`src/sv/bas_pkg.sv`:
```
`timescale 1ns / 1ps
// ----------------------------------------------------------------------------
// Blocking analysis statistics package
// Types, constants and saturating Q32.32 helpers for the blocking analysis block.
// ----------------------------------------------------------------------------
package bas_pkg;

	localparam int MAX_LEVELS_DEF = 16;
	localparam int COUNT_BITS_DEF = 32;
	localparam int RES_CAP = 16;
	localparam int BLK_W = 32;
	localparam int Q_W = 64;

	localparam logic signed [Q_W-1:0] Q_MAX = {1'b0, {(Q_W-1){1'b1}}};
	localparam logic signed [Q_W-1:0] Q_MIN = {1'b1, {(Q_W-1){1'b0}}};

	typedef enum logic [4:0] {
		OP_NONE,
		OP_CLEAR,
		OP_COUNT,
		OP_SEED,
		OP_LOAD,
		OP_CORR_MUL,
		OP_CORR_ACC,
		OP_CMS_DIV,
		OP_CMS_ACC,
		OP_CMF_DIV,
		OP_CMF_ACC,
		OP_MEAN_DIV,
		OP_MEAN_ACC,
		OP_M2_MUL,
		OP_M2_ACC,
		OP_WB,
		OP_EMIT_SAT,
		OP_NEXT
	} dp_op_t;

	typedef enum logic [4:0] {
		ST_IDLE,
		ST_DISPATCH,
		ST_SAT_OUT,
		ST_SEED,
		ST_LOAD,
		ST_BRANCH,
		ST_CORR_WAIT,
		ST_CMS_DIV,
		ST_CMS_WAIT,
		ST_CMF_DIV,
		ST_CMF_WAIT,
		ST_MEAN_DIV,
		ST_MEAN_WAIT,
		ST_M2_MUL,
		ST_M2_WAIT,
		ST_WB,
		ST_NEXT
	} ctl_state_t;

	typedef struct packed {
		logic   ld_in;
		dp_op_t op;
	} cmd_t;

	typedef struct packed {
		logic is_clear;
		logic full;
		logic seed;
		logic close;
		logic cnt_gt1;
		logic idx_last;
		logic emit_ok;
		logic out_free;
		logic mul_done;
		logic div_done;
	} sts_t;

	function automatic logic signed [Q_W-1:0] sadd(input logic signed [Q_W-1:0] a,
			input logic signed [Q_W-1:0] b);
		logic signed [Q_W:0] s;
		s = {a[Q_W-1], a} + {b[Q_W-1], b};
		if (s[Q_W] != s[Q_W-1]) begin
			return s[Q_W] ? Q_MIN : Q_MAX;
		end
		return s[Q_W-1:0];
	endfunction

	function automatic logic signed [Q_W-1:0] ssub(input logic signed [Q_W-1:0] a,
			input logic signed [Q_W-1:0] b);
		logic signed [Q_W:0] s;
		s = {a[Q_W-1], a} - {b[Q_W-1], b};
		if (s[Q_W] != s[Q_W-1]) begin
			return s[Q_W] ? Q_MIN : Q_MAX;
		end
		return s[Q_W-1:0];
	endfunction

	function automatic logic [Q_W-1:0] mag(input logic signed [Q_W-1:0] x);
		return x[Q_W-1] ? (~x + 1'b1) : x;
	endfunction

	function automatic logic signed [Q_W-1:0] from_mag(input logic [Q_W-1:0] m,
			input logic neg);
		if (!neg) begin
			return m[Q_W-1] ? Q_MAX : m;
		end
		return m[Q_W-1] ? Q_MIN : (~m + 1'b1);
	endfunction

	function automatic logic signed [Q_W-1:0] half_sum(input logic signed [Q_W-1:0] a,
			input logic signed [Q_W-1:0] b);
		logic signed [Q_W:0] s;
		logic signed [Q_W:0] f;
		s = {a[Q_W-1], a} + {b[Q_W-1], b};
		f = s >>> 1;
		if (s[Q_W] && s[0]) begin
			f = f + 1'b1;
		end
		return f[Q_W-1:0];
	endfunction

endpackage

```
`src/sv/bas_ctrl.sv`:
```
`timescale 1ns / 1ps
// ----------------------------------------------------------------------------
// Blocking analysis controller
// Sequences the per-level update steps and the result transfers.
// ----------------------------------------------------------------------------
module bas_ctrl (
	input  logic          clk,
	input  logic          arst_n,
	input  logic          in_valid,
	output logic          in_ready,
	input  bas_pkg::sts_t sts,
	output bas_pkg::cmd_t cmd
);
	import bas_pkg::*;

	ctl_state_t state_q;
	ctl_state_t state_d;

	always_ff @(posedge clk or negedge arst_n) begin
		if (!arst_n) begin
			state_q <= ST_IDLE;
		end else begin
			state_q <= state_d;
		end
	end

	always_comb begin
		state_d   = state_q;
		in_ready  = 1'b0;
		cmd.ld_in = 1'b0;
		cmd.op    = OP_NONE;
		case (state_q)
			ST_IDLE: begin
				in_ready = 1'b1;
				if (in_valid) begin
					cmd.ld_in = 1'b1;
					state_d   = ST_DISPATCH;
				end
			end
			ST_DISPATCH: begin
				if (sts.is_clear) begin
					cmd.op  = OP_CLEAR;
					state_d = ST_IDLE;
				end else if (sts.full) begin
					state_d = ST_SAT_OUT;
				end else begin
					cmd.op  = OP_COUNT;
					state_d = ST_SEED;
				end
			end
			ST_SAT_OUT: begin
				if (sts.out_free) begin
					cmd.op  = OP_EMIT_SAT;
					state_d = ST_IDLE;
				end
			end
			ST_SEED: begin
				if (sts.seed) begin
					cmd.op = OP_SEED;
				end
				state_d = ST_LOAD;
			end
			ST_LOAD: begin
				cmd.op  = OP_LOAD;
				state_d = sts.close ? ST_BRANCH : ST_NEXT;
			end
			ST_BRANCH: begin
				if (sts.cnt_gt1) begin
					cmd.op  = OP_CORR_MUL;
					state_d = ST_CORR_WAIT;
				end else begin
					cmd.op  = OP_CMF_DIV;
					state_d = ST_CMF_WAIT;
				end
			end
			ST_CORR_WAIT: begin
				if (sts.mul_done) begin
					cmd.op  = OP_CORR_ACC;
					state_d = ST_CMS_DIV;
				end
			end
			ST_CMS_DIV: begin
				cmd.op  = OP_CMS_DIV;
				state_d = ST_CMS_WAIT;
			end
			ST_CMS_WAIT: begin
				if (sts.div_done) begin
					cmd.op  = OP_CMS_ACC;
					state_d = ST_CMF_DIV;
				end
			end
			ST_CMF_DIV: begin
				cmd.op  = OP_CMF_DIV;
				state_d = ST_CMF_WAIT;
			end
			ST_CMF_WAIT: begin
				if (sts.div_done) begin
					cmd.op  = OP_CMF_ACC;
					state_d = ST_MEAN_DIV;
				end
			end
			ST_MEAN_DIV: begin
				cmd.op  = OP_MEAN_DIV;
				state_d = ST_MEAN_WAIT;
			end
			ST_MEAN_WAIT: begin
				if (sts.div_done) begin
					cmd.op  = OP_MEAN_ACC;
					state_d = ST_M2_MUL;
				end
			end
			ST_M2_MUL: begin
				cmd.op  = OP_M2_MUL;
				state_d = ST_M2_WAIT;
			end
			ST_M2_WAIT: begin
				if (sts.mul_done) begin
					cmd.op  = OP_M2_ACC;
					state_d = ST_WB;
				end
			end
			ST_WB: begin
				if (!sts.emit_ok || sts.out_free) begin
					cmd.op  = OP_WB;
					state_d = ST_NEXT;
				end
			end
			ST_NEXT: begin
				if (sts.idx_last) begin
					state_d = ST_IDLE;
				end else begin
					cmd.op  = OP_NEXT;
					state_d = ST_LOAD;
				end
			end
			default: state_d = ST_IDLE;
		endcase
	end

endmodule

```
`config.mk`:
```
export PLATFORM = sky130hd
export DESIGN_NAME = bas_ctrl
export DESIGN_NICKNAME = d
export VERILOG_FILES = /design/src/sv/bas_pkg.sv /design/src/sv/bas_ctrl.sv
export SDC_FILE = /design/constraint.sdc
export NUM_CORES = 1
export LEC_CHECK = 0
export BUFFER_PORTS_ARGS = -buffer_cell sky130_fd_sc_hd__buf_4
export CORE_MARGIN = 2
export CORE_UTILIZATION = 55
export DETAILED_ROUTE_END_ITERATION = 10
export GPL_TIMING_DRIVEN = 0
export HOLD_SLACK_MARGIN = 0.12
export PLACE_DENSITY_LB_ADDON = 0.2
export SYNTH_ARGS = -nofsm -noshare
export SYNTH_HDL_FRONTEND = slang
export SYNTH_SLANG_ARGS = --single-unit
```
`constraint.sdc`:
```
create_clock -name clk -period 3.7 [get_ports clk]
set_input_delay 1.11 -clock clk [delete_from_list [all_inputs] [get_ports clk]]
set_output_delay 1.11 -clock clk [all_outputs]
set_load 0.01 [all_outputs]
```
==> results.py <==
metrics = {
    "setup_path": {
        "worstReg2RegStart": "state_q[2]$_DFFE_PN0P_",
        "path_cells": "buf_4 > and3b_1 > nand2_1 > o211ai_1 > a311oi_1 > buf_4",
        "crit_type": "in2out",
        "cpMaxStageDelayCell": "a311oi_1",
        "crit_buf_inv": 2,
        "arrival_ps": 2060,
        "r2r_slack_ps": 2220,
        "path_delay_family": "compound AO/OA/AOI/OAI gates",
        "reg2reg_depth": 5,
        "worst_path_most_repeated_cell": "buf_4",
        "rr_endpoint": "state_q[0]$_DFFE_PN0P_",
        "path_depth": 6,
        "crit_path_max_fanout": 3,
        "crit_path_end_kind": "output port",
        "critPathMaxStageDelay_ps": 290,
        "required_ps": 2590,
        "start_kind": "input port",
    },
    "grt": {
        "grt_pass1_wl_mm": 2.95,
        "grt-ovfl-total": 0,
        "grt_usage_pct": 27.6,
        "antenna_found_initial": 0,
        "grt_max_degree": 11,
        "grt_pass1_vias": 652,
    },
    "cells_and_area": {
        "reg_top3": "state_q x5",
        "mostFrequentLayoutCell": "buf_4",
        "area_growth_pct": 24.8,
        "num_antenna_cells": 0,
        "regMostFlops": "state_q",
        "drive_gt1_share_pct": 34.7,
        "final_cells": 133,
        "nNetsFinal": 132,
        "largest_reg_flops": 5,
        "postLayoutCoreUtil_pct": 72.7,
        "final_cell_mix": "buf_4, a21oi_1, nand2_1",
    },
    "job": {
        "drv_cap": 0,
    },
    "floorplanning": {
        "io_pins": 20,
        "die_w_um": 41.1,
        "start_util_pct": 58.3,
        "coreArea_um2": 1300,
        "die_area_um2": 1690,
        "die_y_um": 41.1,
        "fp-row-count": 13,
    },
    "timing": {
        "slew_viol_final": 0,
        "relSlewSlack_pct": 80.7,
        "max_slew.worst_pin.slew_ps": 287,
        "max_freq_mhz": 316,
        "finalSetupViolCount": 0,
        "timing.final.crit_share_pct": 85.6,
        "tns_ps": 0,
        "rsz0062_at_grt": "no",
        "finalHoldViolations": 0,
        "fin_crit_ps": 3170,
        "fin_ws_ps": 532,
        "clock_skew_ps": 3.02,
    },
    "clock_tree": {
        "numCtsBuffers": 3,
        "root_buffer": "clkbuf_4",
        "htree_levels": 1,
        "cts_resized": 0,
        "cts_tree": "done",
        "cts_num_sinks": 5,
        "cts_setup_buffers": 0,
        "ctsLongestPathBuffers": 2,
        "clk_pin_slew_worst_paths_ps": 40,
        "postCtsHoldBufs": 0,
        "clk_latency_ps": 240,
    },
    "power_and_ir_drop": {
        "ir_drop_v": 0.000509,
        "seqPwrFrac_pct": 12.3,
        "p_sw_mw": 0.414,
        "cellPowerDensity_nw_per_um2": 888,
        "p_leak_nw": 0.405,
        "combPwrFrac_pct": 80.4,
        "internal-power_mw": 0.425,
        "swShare_pct": 49.3,
        "clkPwrFrac_pct": 7.3,
    },
    "synthesis": {
        "yosys.area.top_type_share_pct": 16.5,
        "yosys_most_used_dff": "dfrtp_1",
        "synth-seq-cells": 5,
        "async_reset_ff_share_pct": 100,
        "synth_edf_count": 0,
        "avgSynthCellArea_um2": 7.98,
        "syn_inst": 95,
        "yosysSeqAreaShare_pct": 16.5,
        "yosys_warnings": 0,
        "synthTopCellsByArea": "dfrtp_1, a21oi_1, buf_6",
        "synth_cell_type_count": 45,
        "synth_largest_area_cell": "dfrtp_1",
        "synth_nets": 108,
        "syn_area_um2": 758,
    },
    "routing": {
        "viasPerCell": 6.33,
        "drt_pass1_iterations": 4,
        "ant_nets": 0,
        "wl_mm": 2.02,
        "drt-initial-drc-count": 26,
        "route.vias.total": 842,
        "routedWlPerCell_um": 15.2,
        "drc_errors": 0,
    },
    "placement": {
        "dp_hpwl_mm": 1.48,
        "place.gp.congestion": 0.923,
        "place_ws_ps": 560,
        "dp.cells": 129,
        "port_buffers": 19,
    },
    "run_status": {
        "status": "finished clean",
    },
    "worst_hold_path": {
        "hp-class": "in2async",
    },
}
## how the worst max path moves through the flow
stage,end,from,slack (ps)
2_1_floorplan,cmd[3],sts[2],740
3_3_place_gp,cmd[3],sts[1],570
3_5_place_dp,cmd[3],sts[3],560
4_1_cts,cmd[3],sts[3],560
5_1_grt,cmd[3],sts[3],480
6_report,cmd[3],sts[3],530
## cells by family (layout without fill, tap and decap cells)
family | Yosys count | after routing | synth area share [%]
AOI/OAI and AO/OA | 34 | 34 | 37.1
buffers and inverters | 14 | 37 | 11.7
DFF | 5 | 5 | 16.5
muxes | 1 | 1 | 1.49
and+or+nand+nor | 41 | 41 | 33.2
## power groups by stage
stage | Clock [mW] | Combinational (mW) | Sequential [mW]
2_1_floorplan | 0 | 0.500 | 0.0964
3_3_place_gp | 0 | 0.658 | 0.103
6_report | 0.0614 | 0.675 | 0.103
4_1_cts | 0.0642 | 0.667 | 0.102
5_1_grt | 0.0648 | 0.732 | 0.105
3_5_place_dp | 0 | 0.664 | 0.103
## synth_stat cells (2+ instances only)
cell	instances
o21ai_1	2
o31a_1	2
o211ai_1	2
nor4_1	2
nor2_1	4
buf_2	5
a21oi_1	11
dfrtp_1	5
a21o_1	2
and2_1	2
buf_4	2
inv_1	3
nand2b_1	4
a211o_1	2
nand2_1	8
nor3_1	4
nor2b_1	2
buf_6	3
nand3_1	4
## per-stage QoR
| step | hold slack [ps] | power (mW) | cell area, um2 |
|---|---|---|---|
| floorplan | 581 | 0.596 | 758 |
| global placement | 661 | 0.761 | 920 |
| detailed placement | 656 | 0.767 | 920 |
| CTS | 651 | 0.833 | 946 |
| global route | 659 | 0.902 | 946 |
| finish | 658 | 0.840 | 946 |
## layout make-up
type / count / area [um2]
Multi-Input combinational cell: 76 / 544
Fill cell: 123 / 355
Timing Repair Buffer: 19 / 143
Sequential cell: 5 / 125
Buffer: 10 / 73.8
Clock buffer: 4 / 26.3
Tap cell: 15 / 18.8
Inverter: 4 / 15.0
## per-layer routing
layer  track usage, %  up-vias  part of all wire (%)
li1                 -      402                     -
met5                0        -                     0
met4             16.1        0                   1.4
met2             40.6       42                    48
met3             4.35        4                   7.5
met1             37.5      394                    44
Power figures use the tool's default switching activity.
